===== src/rtl/core/dst_pkg.sv =====
`default_nettype none

package dst_pkg;

	localparam int unsigned MAX_PAYLOAD = 10;

	localparam logic [7:0]  SYSEX_START = 8'hF0;
	localparam logic [7:0]  SYSEX_END   = 8'hF7;
	localparam logic [15:0] TICKS_FULL  = 16'hFFFF;

	localparam int unsigned COUNT_W = 4;
	localparam int unsigned FIRST_W = 56;
	localparam int unsigned LAST_W  = 14;
	localparam int unsigned DEB_W   = 10;
	localparam int unsigned CFG_W   = 56;

	typedef logic [COUNT_W-1:0] count_t;

	typedef enum logic [2:0] {
		CFG_PAYLOAD_COUNT = 3'd0,
		CFG_FIRST_EIGHT   = 3'd1,
		CFG_LAST_TWO      = 3'd2,
		CFG_INVERT        = 3'd3,
		CFG_DEBOUNCE      = 3'd4
	} cfg_index_t;

	// Status of the message queue as seen by the front and the back.
	typedef struct packed {
		logic empty;
		logic full;
	} q_status_t;

	// Payload byte n, counted from one.
	function automatic logic [6:0] payload_byte(
		input logic [FIRST_W-1:0] first,
		input logic [LAST_W-1:0]  last,
		input count_t             n
	);
		logic [6:0] b;
		unique case (n)
			4'd1:    b = first[6:0];
			4'd2:    b = first[13:7];
			4'd3:    b = first[20:14];
			4'd4:    b = first[27:21];
			4'd5:    b = first[34:28];
			4'd6:    b = first[41:35];
			4'd7:    b = first[48:42];
			4'd8:    b = first[55:49];
			4'd9:    b = last[6:0];
			4'd10:   b = last[13:7];
			default: b = 7'd0;
		endcase
		return b;
	endfunction

endpackage

`default_nettype wire


===== src/rtl/core/debounced_sysex_trigger.sv =====
`default_nettype none

// Debounced push button that sends a MIDI System Exclusive message on each
// press. Every input item is one millisecond tick carrying the raw pin level
// (0 is pressed with a pull-up), optionally inverted by invert_input. The
// level is accepted as stable once it has held unchanged for more than
// debounce_ticks ticks; a stable change from released to pressed emits
// 0xF0, then payload_count seven-bit payload bytes, then 0xF7, which alone
// carries last_byte. A payload_count of 0 or above ten sends nothing, and
// releases never send. The front stage takes one tick per clock cycle and
// writes each press into a queue of QUEUE_DEPTH pending messages; the back
// sequencer drains the head message one byte per cycle through its output
// register while out_stall is low; a message of N payload bytes is N + 2
// bytes, twelve for the longest. The input stalls only while the queue is
// full. Configuration is a plain write port (cfg_we, cfg_index, cfg_data)
// and should be written only while no message is pending or being sent.
module debounced_sysex_trigger
	import dst_pkg::*;
#(
	parameter int unsigned QUEUE_DEPTH = 2
) (
	input  wire logic             clk,
	input  wire logic             arst_n,
	input  wire logic             cfg_we,
	input  wire logic [2:0]       cfg_index,
	input  wire logic [CFG_W-1:0] cfg_data,
	input  wire logic             in_valid,
	output logic                  in_stall,
	input  wire logic             pin_level,
	output logic                  out_valid,
	input  wire logic             out_stall,
	output logic [7:0]            midi_byte,
	output logic                  last_byte
);

	count_t             payload_count_q;
	logic [FIRST_W-1:0] payload_first_eight_q;
	logic [LAST_W-1:0]  payload_last_two_q;
	logic               invert_input_q;
	logic [DEB_W-1:0]   debounce_ticks_q;

	logic      tick_accept;
	logic      push;
	count_t    push_count;
	logic      pop;
	count_t    head_count;
	q_status_t q_status;

	// Configuration registers, written directly by index.
	always_ff @(posedge clk or negedge arst_n) begin
		if (!arst_n) begin
			payload_count_q       <= '0;
			payload_first_eight_q <= '0;
			payload_last_two_q    <= '0;
			invert_input_q        <= 1'b0;
			debounce_ticks_q      <= DEB_W'(25);
		end else if (cfg_we) begin
			unique case (cfg_index)
				CFG_PAYLOAD_COUNT: payload_count_q       <= cfg_data[COUNT_W-1:0];
				CFG_FIRST_EIGHT:   payload_first_eight_q <= cfg_data[FIRST_W-1:0];
				CFG_LAST_TWO:      payload_last_two_q    <= cfg_data[LAST_W-1:0];
				CFG_INVERT:        invert_input_q        <= cfg_data[0];
				CFG_DEBOUNCE:      debounce_ticks_q      <= cfg_data[DEB_W-1:0];
				default: ;
			endcase
		end
	end

	// A tick is held off only while the queue has no room for a new message.
	assign in_stall    = q_status.full;
	assign tick_accept = in_valid && !in_stall;

	dst_front u_front (
		.clk            (clk),
		.arst_n         (arst_n),
		.tick_accept    (tick_accept),
		.pin_level      (pin_level),
		.invert_input   (invert_input_q),
		.debounce_ticks (debounce_ticks_q),
		.payload_count  (payload_count_q),
		.push           (push),
		.push_count     (push_count)
	);

	dst_queue #(
		.DEPTH (QUEUE_DEPTH)
	) u_queue (
		.clk        (clk),
		.arst_n     (arst_n),
		.push       (push),
		.push_count (push_count),
		.pop        (pop),
		.head_count (head_count),
		.status     (q_status)
	);

	dst_back u_back (
		.clk                 (clk),
		.arst_n              (arst_n),
		.q_status            (q_status),
		.head_count          (head_count),
		.pop                 (pop),
		.payload_first_eight (payload_first_eight_q),
		.payload_last_two    (payload_last_two_q),
		.out_valid           (out_valid),
		.out_stall           (out_stall),
		.midi_byte           (midi_byte),
		.last_byte           (last_byte)
	);

endmodule

`default_nettype wire


===== src/rtl/core/dst_front.sv =====
`default_nettype none

module dst_front
	import dst_pkg::*;
(
	input  wire logic             clk,
	input  wire logic             arst_n,
	input  wire logic             tick_accept,
	input  wire logic             pin_level,
	input  wire logic             invert_input,
	input  wire logic [DEB_W-1:0] debounce_ticks,
	input  wire count_t           payload_count,
	output logic                  push,
	output count_t                push_count
);

	logic        stable_q;
	logic        prev_raw_q;
	logic [15:0] ticks_q;
	logic        level;
	logic [15:0] ticks_inc;
	logic        settle;
	logic        count_ok;

	assign level     = pin_level ^ invert_input;
	assign ticks_inc = (ticks_q == TICKS_FULL) ? ticks_q : ticks_q + 16'd1;
	assign settle    = (ticks_inc > {{(16-DEB_W){1'b0}}, debounce_ticks})
	                   && (level != stable_q);
	assign count_ok  = (payload_count != '0)
	                   && (payload_count <= COUNT_W'(MAX_PAYLOAD));

	// A press is a settled change from released to pressed.
	assign push       = tick_accept && settle && stable_q && !level && count_ok;
	assign push_count = payload_count;

	always_ff @(posedge clk or negedge arst_n) begin
		if (!arst_n) begin
			stable_q   <= 1'b1;
			prev_raw_q <= 1'b1;
			ticks_q    <= '0;
		end else if (tick_accept) begin
			if (settle) begin
				stable_q <= level;
			end
			if (level != prev_raw_q) begin
				ticks_q    <= '0;
				prev_raw_q <= level;
			end else begin
				ticks_q <= ticks_inc;
			end
		end
	end

endmodule

`default_nettype wire


===== src/rtl/core/dst_queue.sv =====
`default_nettype none

module dst_queue
	import dst_pkg::*;
#(
	parameter int unsigned DEPTH = 2
) (
	input  wire logic   clk,
	input  wire logic   arst_n,
	input  wire logic   push,
	input  wire count_t push_count,
	input  wire logic   pop,
	output count_t      head_count,
	output q_status_t   status
);

	localparam int unsigned PTR_W = (DEPTH > 1) ? $clog2(DEPTH) : 1;
	localparam int unsigned FILL_W = $clog2(DEPTH + 1);

	count_t              entry_q [DEPTH];
	logic [PTR_W-1:0]    wr_ptr_q;
	logic [PTR_W-1:0]    rd_ptr_q;
	logic [FILL_W-1:0]   fill_q;

	assign status.empty = (fill_q == '0);
	assign status.full  = (fill_q == FILL_W'(DEPTH));
	assign head_count   = entry_q[rd_ptr_q];

	always_ff @(posedge clk) begin
		if (push) begin
			entry_q[wr_ptr_q] <= push_count;
		end
	end

	always_ff @(posedge clk or negedge arst_n) begin
		if (!arst_n) begin
			wr_ptr_q <= '0;
			rd_ptr_q <= '0;
			fill_q   <= '0;
		end else begin
			if (push) begin
				wr_ptr_q <= (wr_ptr_q == PTR_W'(DEPTH - 1)) ? '0 : wr_ptr_q + 1'b1;
			end
			if (pop) begin
				rd_ptr_q <= (rd_ptr_q == PTR_W'(DEPTH - 1)) ? '0 : rd_ptr_q + 1'b1;
			end
			if (push && !pop) begin
				fill_q <= fill_q + 1'b1;
			end else if (pop && !push) begin
				fill_q <= fill_q - 1'b1;
			end
		end
	end

	a_no_overflow: assert property (@(posedge clk) disable iff (!arst_n)
		status.full |-> !push)
		else $error("message queue written while full");

	a_no_underflow: assert property (@(posedge clk) disable iff (!arst_n)
		status.empty |-> !pop)
		else $error("message queue read while empty");

endmodule

`default_nettype wire


===== src/rtl/core/dst_back.sv =====
`default_nettype none

module dst_back
	import dst_pkg::*;
(
	input  wire logic               clk,
	input  wire logic               arst_n,
	input  wire q_status_t          q_status,
	input  wire count_t             head_count,
	output logic                    pop,
	input  wire logic [FIRST_W-1:0] payload_first_eight,
	input  wire logic [LAST_W-1:0]  payload_last_two,
	output logic                    out_valid,
	input  wire logic               out_stall,
	output logic [7:0]              midi_byte,
	output logic                    last_byte
);

	logic       busy_q;
	count_t     idx_q;
	count_t     cnt_q;
	logic       out_valid_q;
	logic [7:0] byte_q;
	logic       last_q;
	logic       out_free;
	logic       at_end;

	assign out_free  = !out_valid_q || !out_stall;
	assign at_end    = ({1'b0, idx_q} == ({1'b0, cnt_q} + 5'd1));
	assign pop       = out_free && !busy_q && !q_status.empty;
	assign out_valid = out_valid_q;
	assign midi_byte = byte_q;
	assign last_byte = last_q;

	always_ff @(posedge clk or negedge arst_n) begin
		if (!arst_n) begin
			busy_q      <= 1'b0;
			idx_q       <= '0;
			cnt_q       <= '0;
			out_valid_q <= 1'b0;
			byte_q      <= '0;
			last_q      <= 1'b0;
		end else if (out_free) begin
			if (busy_q) begin
				out_valid_q <= 1'b1;
				if (at_end) begin
					byte_q <= SYSEX_END;
					last_q <= 1'b1;
					busy_q <= 1'b0;
				end else begin
					byte_q <= {1'b0,
						payload_byte(payload_first_eight, payload_last_two, idx_q)};
					last_q <= 1'b0;
					idx_q  <= idx_q + 1'b1;
				end
			end else if (!q_status.empty) begin
				out_valid_q <= 1'b1;
				byte_q      <= SYSEX_START;
				last_q      <= 1'b0;
				busy_q      <= 1'b1;
				idx_q       <= 4'd1;
				cnt_q       <= head_count;
			end else begin
				out_valid_q <= 1'b0;
			end
		end
	end

	a_last_is_end: assert property (@(posedge clk) disable iff (!arst_n)
		(out_valid_q && last_q) |-> (byte_q == SYSEX_END))
		else $error("last byte is not the closing byte");

	a_index_bound: assert property (@(posedge clk) disable iff (!arst_n)
		busy_q |-> (({1'b0, idx_q} <= ({1'b0, cnt_q} + 5'd1)) && (idx_q != '0)))
		else $error("byte index ran past the message");

endmodule

`default_nettype wire


===== config.mk =====
export PLATFORM = sky130hd
export DESIGN_NAME = debounced_sysex_trigger
export DESIGN_NICKNAME = d
export VERILOG_FILES = /design/src/rtl/core/dst_pkg.sv /design/src/rtl/core/debounced_sysex_trigger.sv /design/src/rtl/core/dst_front.sv /design/src/rtl/core/dst_queue.sv /design/src/rtl/core/dst_back.sv
export SDC_FILE = /design/constraint.sdc
export NUM_CORES = 1
export LEC_CHECK = 0
export BUFFER_PORTS_ARGS = -buffer_cell sky130_fd_sc_hd__buf_4
export CORE_AREA = 5 5 114 116
export DETAILED_ROUTE_END_ITERATION = 16
export DIE_AREA = 0 0 119 121
export PLACE_DENSITY = 0.79
export SKIP_LAST_GASP = 1
export SLEW_MARGIN = 25
export SYNTH_ARGS = -nofsm -noshare
export SYNTH_HDL_FRONTEND = slang
export SYNTH_HIERARCHICAL = 1
export SYNTH_SLANG_ARGS = --single-unit

===== constraint.sdc =====
create_clock -name clk -period 4.44 [get_ports clk]
set_clock_uncertainty 0.1 [all_clocks]
set_input_delay 0.888 -clock clk [delete_from_list [all_inputs] [get_ports clk]]
set_output_delay 0.888 -clock clk [all_outputs]
set_load 0.03 [all_outputs]

==> results of run 1 <==
## layout make-up
| class | count | area (um^2) |
|---|---|---|
| timing repair buffer | 88 | 693 |
| clock buffer | 23 | 488 |
| inverter | 21 | 78.8 |
| tap | 147 | 184 |
| fill | 820 | 3640 |
| clock inverter | 9 | 125 |
| multi-input combinational | 372 | 3200 |
| sequential | 134 | 3400 |
## routing by layer
metal	vias to the layer above	global-route usage
met5	-	0
met4	0	0.0883
met3	23	0.0522
met2	195	0.378
met1	2434	0.295
li1	2230	-
## kinds of logic after synthesis
logic type | count (synthesis) | synth area share
compound gates | 119 | 0.126
xor+xnor | 23 | 0.0304
fa+ha+maj | 17 | 0.0310
buf+inv | 56 | 0.0428
flops | 134 | 0.495
mux | 98 | 0.183
simple gates | 115 | 0.0927
## power groups by stage
| stage | Clock (W) | Combinational [W] | Sequential (W) |
|---|---|---|---|
| after floorplan | 0 | 0.00107 | 0.00179 |
| after global placement | 0 | 0.00143 | 0.00178 |
| after detailed placement | 0 | 0.00149 | 0.00180 |
| after CTS | 0.00147 | 0.00151 | 0.00179 |
| after global routing | 0.00153 | 0.00165 | 0.00183 |
| final | 0.00145 | 0.00153 | 0.00179 |
## Yosys cell counts, types with 4 or more instances
library cell    n
buf_6           7
dfrtp_1       121
mux2_4         41
nand3_1        20
nor3_1          4
nor2_1         17
clkbuf_1       11
a222oi_1        7
a31oi_1         4
inv_1          19
a311oi_1        6
a21oi_1        17
a22o_1          8
xnor2_1        13
o22ai_1         8
nand2_1        40
o211ai_1        7
nand4_1         7
xor2_1          9
ha_1           17
buf_2          10
mux2_1         16
dfstp_2         5
mux2_2         39
o21a_1          4
a221oi_1        5
edfxtp_1        8
o21ai_0        14
a22oi_1        11
buf_4           5
a21o_1          6
## worst register-to-register path: cells and delay by family (launching register included)
kind | cells | cell delay (ps)
multiplexers | 1 | 330
XOR/XNOR | 2 | 280
AND/OR/NAND/NOR | 6 | 920
flip-flops | 1 | 470
adder cells (fa/ha/maj) | 3 | 730
buffers and inverters | 2 | 400
AO/OA/AOI/OAI | 4 | 820
## state kept, by name (all words and copies together) (netlist names), 2 cells and up
signal and cells:
payload_first_eight_q 56, payload_last_two_q 14, u_front/ticks_q 16, u_back/midi_byte 8, u_back/cnt_q 4, u_queue/entry_q 8, u_back/idx_q 4, debounce_ticks_q 10
payload_count_q 4, u_queue/fill_q 2
## worst paths after layout
check                           slack, ps                                    end  cells after the start
worst max register to register        260          u_queue/fill_q[1]$_DFFE_PN0P_                     18
worst min register to register        380           u_back/last_byte$_DFFE_PN0P_                      2
worst min-delay path                  300  payload_first_eight_q[45]$_DFFE_PN0P_                      1
worst max-delay path                  260          u_queue/fill_q[1]$_DFFE_PN0P_                     18
min in group clk                      380           u_back/last_byte$_DFFE_PN0P_                      2
max in group asynchronous            2940  payload_first_eight_q[14]$_DFFE_PN0P_                      3
## metrics by stage
stage / cell area [um^2] / std cells / power [W] / setup TNS, ps
after CTS: 8100 / 788 / 0.00477 / 0
after global placement: 7460 / 755 / 0.00322 / 0
after floorplan: 6870 / 562 / 0.00285 / 0
after detailed placement: 7490 / 756 / 0.00330 / 0
after global routing: 8170 / 794 / 0.00501 / -42.3
final: 8170 / 794 / 0.00477 / 0
## placed cells by master (no fill, tap or decap), types with 5 or more instances in the layout
cell | synthesis | layout
mux2_1 | 16 | 16
o211ai_1 | 7 | 7
nand4_1 | 7 | 7
mux2_2 | 39 | 39
a221oi_1 | 5 | 5
dfstp_2 | 5 | 5
mux2_4 | 41 | 41
a21o_1 | 6 | 6
a311oi_1 | 6 | 6
a21oi_1 | 17 | 17
a22o_1 | 8 | 8
xnor2_1 | 13 | 13
xor2_1 | 9 | 9
nor2_1 | 17 | 17
o21ai_0 | 14 | 14
buf_4 | 5 | 86
o22ai_1 | 8 | 8
nand3_1 | 20 | 20
nand2_1 | 40 | 40
inv_1 | 19 | 19
ha_1 | 17 | 16
clkbuf_16 | 0 | 17
a222oi_1 | 7 | 7
edfxtp_1 | 8 | 8
dfrtp_1 | 121 | 121
a22oi_1 | 11 | 11
## timing repair
item	CTS	global route
gates resized for setup	0	3
endpoints found under the setup margin	0	5
buffers inserted	0	5
hold endpoints to repair	0	0
==> reports/metrics.yaml, run 1 <==
status:
  outcome: "completed"
routing:
  wl_met1_um: 6520
  drt_iter0_markers: 389
  first_pass_iters: 5
  wl_per_cell_um: 19.7
  wl_um: 15700
  routed.top_layer: "met4"
  detail-route-antenna-nets: 0
  routed-via-count: 4882
  drc: 0
  wl_met3_um: 970
  viasPerCell: 6.15
  wl_met2_um: 7910
worst_setup_path:
  cp-end-kind: "register"
  critPathSlowestCell: "dfrtp_1"
  cp_slowest_stage_delay_ps: 470
  cp.arrival_ps: 4380
  timing.rr.start: "u_front/ticks_q[0]$_DFFE_PN0P_"
  crit_type: "reg -> reg"
  crit_path_max_fanout: 15
  worstSetupStartpoint: "u_front/ticks_q[0]$_DFFE_PN0P_"
  start_kind: "register"
  worstPathCellList: "ha_2 > nand2_1 > nor4_4 > buf_4 > nand2_4 > mux2_2 > ha_1 > nor2b_1 > o211ai_1 > a21o_1 > a21oi_1 > nor3_1 > a2111oi_1 > buf_4 > ha_1 > xor2_1 > nor2_1 > xor2_1"
  path_delay_family: "simple AND/OR/NAND/NOR gates"
  critPathBufInv: 2
  required_ps: 4640
clocking:
  cts.sinks: 134
  cts_hold_buf: 0
  cts_tree: "built"
  cts_buffer_depth: 2
  clock_latency_ps: 420
  numCtsBuffers: 17
  h-tree-depth: 4
  cts_root_buffer: "clkbuf_16"
  clk_pin_slew_ps: 60
sta:
  fmax_mhz: 239
  drv_slew: 0
  fin_crit_ps: 4180
  setup_slack_ps: 264
  finalCritPeriodShare: 0.941
  final_hold_viol_count: 0
  holdWs_ps: 304
  worst_pin_slew_ps: 976
  finalSetupViolations: 0
  max_slew_margin: 0.349
power_and_ir_drop:
  seqPwrFrac: 0.376
  p_sw_frac: 0.335
  p_clk_frac: 0.303
  ir_drop_mv: 0.285
  combPwrFrac: 0.321
  power_density_nw_per_um2: 584
  p_int_w: 0.00317
  p_leak_nw: 3.60
  p_switching_w: 0.00160
synthesis:
  async_flop_share: 0.940
  synth-edff-count: 8
  synth_top_area_frac: 0.441
  synthFlopType: "dfrtp_1"
  synth.distinct_cells: 70
  netlist_instances: 562
  syn-mean-instance-area_um2: 12.2
  syn_area_um2: 6870
  yosysSeqAreaShare: 0.495
  ys_seq_elements: 134
  synthesis.nets: 644
  synth_area_leaders: "dfrtp_1 (44%), mux2_4 (9.0%), mux2_2 (6.4%)"
  synth_warnings: 6
  synth_top_cell_by_area: "dfrtp_1"
floorplanning:
  ios: 76
  die_area_um2: 14400
  die-width_um: 119
  coreArea_um2: 11800
  start_util: 0.582
  die_h_um: 121
  rows: 40
cells_and_area:
  drive_above_1_share: 0.343
  fin_nets: 716
  area_delta_synth_final_pct: 18.8
  diodes: 0
  final_util: 0.691
global_routing:
  antenna_found_initial: 0
  grt_max_degree: 75
  grt_pass1_wl_um: 25900
  grt_use_total: 0.229
  grt_pass1_vias: 5065
  overflow: 0
placement:
  port_buffers: 75
  dpl_worst_slack_ps: 300
  dpl.hpwl_um: 10700
  gp_congestion: 1.01
job:
  drv_cap: 0
hold_path:
  hp-class: "in -> async"
No activity file was read; power rests on OpenSTA's default activity.
==> run 2, diff against run 1 <==
--- a/config.mk
+++ b/config.mk
@@ -9,6 +9,7 @@
 export CORE_AREA = 5 5 114 116
 export DETAILED_ROUTE_END_ITERATION = 16
 export DIE_AREA = 0 0 119 121
+export MAX_ROUTING_LAYER = met4
 export PLACE_DENSITY = 0.79
 export SKIP_LAST_GASP = 1
 export SLEW_MARGIN = 25
==> run 2 against run 1 <==
Non-clock buffer count fell by 2. Cell count fell by 0.38%. First-iteration DRC count rose by 25%. Maximum frequency rose by 0.31%. Sequential power barely moved. Routed wire length rose by 3.2%. Count of clock-buffer cells in the layout fell by 2. Cell area fell by 1.2%. Critical path depth fell by 3. Hold slack improved by 64 ps. Utilization fell by 0.86 points. Power fell by 2.7%. Critical path type unchanged.
==> reports/metrics.yaml, run 2 (synthesis gave the netlist of run 1 again) <==
routing:
  viasPerCell: 6.15  # about the same
  wl_per_cell_um: 20.4  # +3.6%
  wl_um: 16200  # +3.2%
  first_pass_iters: 7  # +2
  drc: 0  # unchanged
  drt_iter0_markers: 488  # +25%
  detail-route-antenna-nets: 0  # unchanged
  routed-via-count: 4868  # -0.29%
sta:
  finalSetupViolations: 0  # unchanged
  max_slew_margin: 0.360  # +0.0104
  setup_tns_ps: 0  # unchanged
  final_hold_viol_count: 0  # unchanged
  finalCritPeriodShare: 0.938  # -0.00288
  worst_pin_slew_ps: 961  # -15.6 ps
  drv_slew: 0  # unchanged
  fmax_mhz: 240  # +0.31%
  fin_crit_ps: 4160  # -12.8 ps
cells_and_area:
  diodes: 0  # unchanged
  largest_registers: "payload_first_eight_q x56, u_front/ticks_q x16, payload_last_two_q x14"
  final_cells: 791  # -0.38%
  largest-register: "payload_first_eight_q"
  drive_above_1_share: 0.339  # -0.00461
  area_delta_synth_final_pct: 17.4
  final_cell_mix: "dfrtp_1 (121), buf_4 (86), mux2_4 (41)"
  final_common_cell: "dfrtp_1"
  largest_reg_flops: 56  # unchanged
  fin_nets: 714  # -0.28%
hold_path:
  hp-class: "in -> async"
worst_setup_path:
  reg2reg_to: "u_queue/entry_q[0][3]$_DFFE_PP_"
  timing.rr.start: "u_front/ticks_q[0]$_DFFE_PN0P_"
  required_ps: 4420  # -220 ps
  cp-end-kind: "register"
  cp.arrival_ps: 4140  # -240 ps
  reg2reg_depth: 15  # -3
  worstSetupStartpoint: "u_front/ticks_q[0]$_DFFE_PN0P_"
  crit_type: "reg -> reg"
  rrSetupSlack_ps: 280  # about the same
  start_kind: "register"
  crit_path_max_fanout: 15  # unchanged
global_routing:
  top_usage_layer: "met2"
  overflow: 0  # unchanged
  grtUsageMet3: 0.0536  # +0.00140
  grt_pass1_vias: 5084  # +0.38%
  grt_use_total: 0.240  # +0.0111
  grt_max_degree: 46  # -39%
  antenna_found_initial: 0  # unchanged
  grt_pass1_wl_um: 26500  # +2.2%
  grtUsageMet2: 0.387  # +0.00918
  use_met1: 0.301  # +0.00621
clocking:
  cts_buffer_depth: 2  # unchanged
  cts_root_buffer: "clkbuf_16"
  cts.sinks: 134  # unchanged
  numCtsBuffers: 17  # unchanged
  clock_latency_ps: 420  # about the same
  h-tree-depth: 4  # unchanged
  clk_pin_slew_ps: 60  # about the same
  cts_hold_buf: 0  # unchanged
  cts_tree: "built"
job:
  drv_cap: 0  # unchanged
floorplanning:
  die_area_um2: 14400  # unchanged
  die-width_um: 119  # unchanged
  coreArea_um2: 11800  # unchanged
  start_util: 0.582  # unchanged
  ios: 76  # unchanged
  rows: 40  # unchanged
  die_h_um: 121  # unchanged
placement:
  port_buffers: 75  # unchanged
  gp_congestion: 0.949  # -5.6%
  place_inst: 757  # +0.13%
  dpl.hpwl_um: 11100  # +3.3%
power_and_ir_drop:
  p_leak_nw: 3.56  # -1.2%
  power_density_nw_per_um2: 575  # -1.5%
  ir_drop_mv: 0.335  # +18%
  totalPowerFinal_w: 0.00464  # -2.7%
status:
  outcome: "completed"
[run 2: cell types whose count changed in the layout (fill, tap and decap cells not counted), sizes merged]
cell and delta:
bufinv -1, clkbuf -2, clkinvlp -1, buf -2
clkinv +3
[run 2: metrics by stage]
step / hold WS (ps) / worst slack (ps) / instance area (um^2) / utilization
5_1_grt: 393 / -35.0 / 8070 / 0.683
3_5_place_dp: 376 / 266 / 7470 / 0.633
2_1_floorplan: 352 / 672 / 6870 / -
3_3_place_gp: 365 / 442 / 7470 / 0.633
6_report: 368 / 276 / 8070 / 0.683
4_1_cts: 377 / 193 / 8030 / 0.680
[run 2: timing repair]
action | CTS | global route
buffers inserted | 0 | 3
resized for setup | 0 | 3
setup endpoints to repair | 0 | 5
[run 2: layout make-up]
cell class,count,area [um^2]
flip-flops and latches,134,3400
well taps,147,184
inverters,21,78.8
multi-input cells,372,3200
clock buffers,21,450
clock inverters,10,106
fillers,872,3750
repair buffers,86,646
[run 2: worst max-delay path by stage]
stage                                                 end  slack (ps)  depth (start not counted)
after global placement      u_queue/fill_q[1]$_DFFE_PN0P_         440                         16
after CTS                   u_queue/fill_q[1]$_DFFE_PN0P_         190                         17
final                     u_queue/entry_q[0][3]$_DFFE_PP_         280                         15
after global routing        u_queue/fill_q[1]$_DFFE_PN0P_         -30                         17
after floorplan             u_queue/fill_q[1]$_DFFE_PN0P_         670                         17
after detailed placement  u_queue/entry_q[0][1]$_DFFE_PP_         270                         14
[run 2: power by group]
| part | switching, W | leakage [nW] | internal, W |
|---|---|---|---|
| registers | 0.000260 | 1.60 | 0.00154 |
| logic | 0.000822 | 1.68 | 0.000695 |
| clock network | 0.000497 | 0.276 | 0.000831 |
| total | 0.00158 | 3.56 | 0.00306 |
[run 2: per-layer routing]
layer,vias up,share of wire,wire [um]
met2,161,0.51,8170
met3,27,0.056,904
met5,-,0,0
met4,0,0.017,282
li1,2224,-,-
met1,2456,0.42,6810
[run 2: worst max-delay path: stages, from the launching register on]
cell       delay [ps]
dfrtp_1           460
ha_2              280
nand2_1           120
nor4_4            320
buf_4             190
nand2_4           120
mux2_2            320
ha_1              300
nor2b_1           130
o211ai_1          100
a21o_1            170
a21oi_1           240
nor3_2            110
a2111oi_1         310
buf_4             210
nor2b_1           340
==> run 3, diff against run 2 <==
--- a/config.mk
+++ b/config.mk
@@ -6,14 +6,13 @@
 export NUM_CORES = 1
 export LEC_CHECK = 0
 export BUFFER_PORTS_ARGS = -buffer_cell sky130_fd_sc_hd__buf_4
-export CORE_AREA = 5 5 114 116
+export CORE_AREA = 5 5 113 115
 export DETAILED_ROUTE_END_ITERATION = 16
-export DIE_AREA = 0 0 119 121
+export DIE_AREA = 0 0 118 120
 export MAX_ROUTING_LAYER = met4
-export PLACE_DENSITY = 0.79
+export PLACE_DENSITY = 0.78
 export SKIP_LAST_GASP = 1
 export SLEW_MARGIN = 25
 export SYNTH_ARGS = -nofsm -noshare
 export SYNTH_HDL_FRONTEND = slang
-export SYNTH_HIERARCHICAL = 1
 export SYNTH_SLANG_ARGS = --single-unit
==> run 3 against run 2 <==
Synthesized area decreased by 5.1%. Clock power about the same. Routed wire length decreased by 5.0%. Global-route usage decreased by 0.83 points. Hold slack improved by 25 ps. Setup slack improved by 110 ps. Sequential share of layout area increased by 1.5 points. Maximum frequency increased by 2.7%. Critical path type unchanged. Critical endpoint is now u_queue.fill_q[1]$_DFFE_PN0P_.
==> reports/metrics.yaml, run 3 <==
sta:
  fmax_mhz: 247  # +2.7%
  holdWs_ps: 393  # +25.2 ps
  finalCritPeriodShare: 0.913  # -0.0243
  max_slew_margin: 0.371  # +0.0113
  worst_pin_slew_ps: 944  # -16.9 ps
  drv_slew: 0  # unchanged
  setup_tns_ps: 0  # unchanged
  setup_slack_ps: 384  # +108 ps
  finalSetupViolations: 0  # unchanged
  fin_crit_ps: 4060  # -108 ps
  final_hold_viol_count: 0  # unchanged
  rsz0062_at_grt: "false"
clocking:
  cts_root_buffer: "clkbuf_16"
  cts_tree: "built"
  cts.sinks: 134  # unchanged
  post_cts_buffers: 0  # unchanged
  h-tree-depth: 4  # unchanged
  cts_hold_buf: 0  # unchanged
  numCtsBuffers: 17  # unchanged
  clock_latency_ps: 430  # about the same
  ctsResizeCount: 0  # unchanged
  clk_pin_slew_ps: 60  # about the same
  cts_buffer_depth: 2  # unchanged
power_and_ir_drop:
  ir_drop_mv: 0.499  # +49%
  power_density_nw_per_um2: 579  # +0.59%
  p_leak_nw: 3.41  # -4.2%
synthesis:
  ys_top_cells_by_count: "dfrtp_1 (121), mux2_2 (81), nand2_1 (55)"
  synth_top_area_frac: 0.464  # +0.0238
  netlist_instances: 571  # +1.6%
  async_flop_share: 0.940  # unchanged
  synth.area.mux_share: 0.151  # -0.0318
  yosysSeqAreaShare: 0.521  # +0.0267
  synth_top_family_by_area: "multiplexers"
  synth-edff-count: 8  # unchanged
  synth.distinct_cells: 58  # -17%
  ys_seq_elements: 134  # unchanged
  synth_fa_ha_area_frac: 0.0326  # +0.00167
  synthesis.nets: 653  # +1.4%
  synthFlopType: "dfrtp_1"
  synth_top_cell_by_area: "dfrtp_1"
  syn_area_um2: 6520  # -5.1%
  synth_compound_area_frac: 0.139  # +0.0135
  synth_area_leaders: "dfrtp_1 (46%), mux2_2 (14%), edfxtp_1 (3.7%)"
  yosysMostFrequentCell: "dfrtp_1"
  synth-simple-area-share: 0.0954  # +0.00269
  synth-xor-area-share: 0.0309  # +0.000488
  syn-mean-instance-area_um2: 11.4  # -6.6%
  synth_warnings: 0  # -6
worst_setup_path:
  worstPathCellList: "ha_1 > nand3_2 > nor4_4 > nor3_1 > nand3_2 > xnor2_1 > ha_1 > a211oi_1 > o21ai_0 > a221oi_1 > o211ai_2 > o21ai_2 > inv_1 > ha_1 > nor2_1 > xor2_1"
  critPathSlowestCell: "dfrtp_1"
  crit_path_max_fanout: 6  # -9
  critPathBufInv: 1  # -1
  crit_top_cell: "ha_1"
  cp.arrival_ps: 4300  # +160 ps
  start_kind: "register"
  crit_type: "reg -> reg"
  required_ps: 4680  # +260 ps
  rrSetupSlack_ps: 380  # +110 ps
  path_delay_family: "compound AO/OA/AOI/OAI gates"
  timing.rr.start: "u_front.ticks_q[0]$_DFFE_PN0P_"
  cp-end-kind: "register"
  cp_slowest_stage_delay_ps: 440  # -20 ps
  worstSetupStartpoint: "u_front.ticks_q[0]$_DFFE_PN0P_"
cells_and_area:
  largest-register: "payload_first_eight_q"
  final_common_cell: "dfrtp_1"
  fin_nets: 728  # +2.0%
  diodes: 0  # unchanged
  area_delta_synth_final_pct: 19.4
  largest_registers: "payload_first_eight_q x56, u_front.ticks_q x16, payload_last_two_q x14"
  largest_reg_flops: 56  # unchanged
  final_cell_mix: "dfrtp_1 (121), buf_4 (82), mux2_2 (81)"
  drive_above_1_share: 0.322  # -0.0168
global_routing:
  grt_use_total: 0.232  # -0.00831
  grt_max_degree: 72  # +57%
  grt_pass1_vias: 4976  # -2.1%
  antenna_found_initial: 0  # unchanged
  overflow: 0  # unchanged
  grt_pass1_wl_um: 25300  # -4.5%
job:
  drv_cap: 0  # unchanged
routing:
  drc: 0  # unchanged
  detail-route-antenna-nets: 0  # unchanged
  routed-via-count: 4778  # -1.8%
  drt_iter0_markers: 345  # -29%
  viasPerCell: 5.93  # -3.7%
  wl_um: 15400  # -5.0%
  wl_per_cell_um: 19.1  # -6.8%
  first_pass_iters: 5  # -2
hold_path:
  hp-class: "reg -> reg"
  min_from: "u_back.midi_byte[2]$_DFFE_PN0P_"
status:
  outcome: "completed"
floorplanning:
  die-width_um: 118  # -0.84%
  coreArea_um2: 11700  # -0.85%
  start_util: 0.557  # -0.0250
  die_area_um2: 14200  # -1.7%
  ios: 76  # unchanged
  die_h_um: 120  # -0.83%
  rows: 40  # unchanged
placement:
  dpl.hpwl_um: 10900  # -1.7%
  port_buffers: 75  # unchanged
  gp_congestion: 0.871  # -8.3%
  dpl_worst_slack_ps: 476  # +210 ps
run 3: changes by cell type after synthesis, moves of 13 or more:
cell     previous run  this run
nand2_1            40        55
o21ai_0            14        35
mux2_1             16         1
mux2_4             41         0
mux2_2             39        81
nor2_1             17        30
run 3: cell type report:
type	count	area, um^2
fillers	923	3920
clock inverters	15	145
flip-flops and latches	134	3400
multi-input cells	389	2940
well taps	147	184
clock buffers	17	425
inverters	22	82.6
repair buffers	82	616
run 3: metrics by stage:
stage	std cells	area, um^2	total power [W]	utilization
2_1_floorplan	571	6520	0.00271	-
3_3_place_gp	774	7220	0.00311	0.616
3_5_place_dp	774	7220	0.00317	0.616
4_1_cts	806	7790	0.00452	0.665
5_1_grt	806	7790	0.00477	0.665
6_report	806	7790	0.00451	0.665
run 3: where the power goes:
part	switching (W)	internal (W)	total, W
combinational	0.000759	0.000613	0.00137
clock	0.000563	0.000778	0.00134
sequential	0.000263	0.00153	0.00179
run 3: metal layers:
layer,share of wire,track usage,up-vias
li1,-,-,2237
met1,0.44,0.292,2394
met2,0.49,0.367,128
met3,0.055,0.0636,19
met4,0.014,0.0738,0
met5,0,-,-
run 3: cells by family after synthesis:
group,count (synthesis)
flops,134
compound gates,132
simple gates,129
mux,88
buf+inv,48
xor+xnor,23
fa+ha+maj,17
run 3: worst min-delay path, cell delays in order (launching register included):
cell and delay (ps):
dfrtp_1 340, nand2_1 40, o21ai_0 70
run 3: path summary, 6_finish.rpt:
kind,end,cells past startpoint
max in group asynchronous,payload_first_eight_q[29]$_DFFE_PN0P_,2
worst max register to register,u_queue.fill_q[1]$_DFFE_PN0P_,16
worst max-delay path,u_queue.fill_q[1]$_DFFE_PN0P_,16
min in group asynchronous,u_queue.rd_ptr_q$_DFFE_PN0P_,1
worst min-delay path,u_back.midi_byte[2]$_DFFE_PN0P_,2
worst min register to register,u_back.midi_byte[2]$_DFFE_PN0P_,2
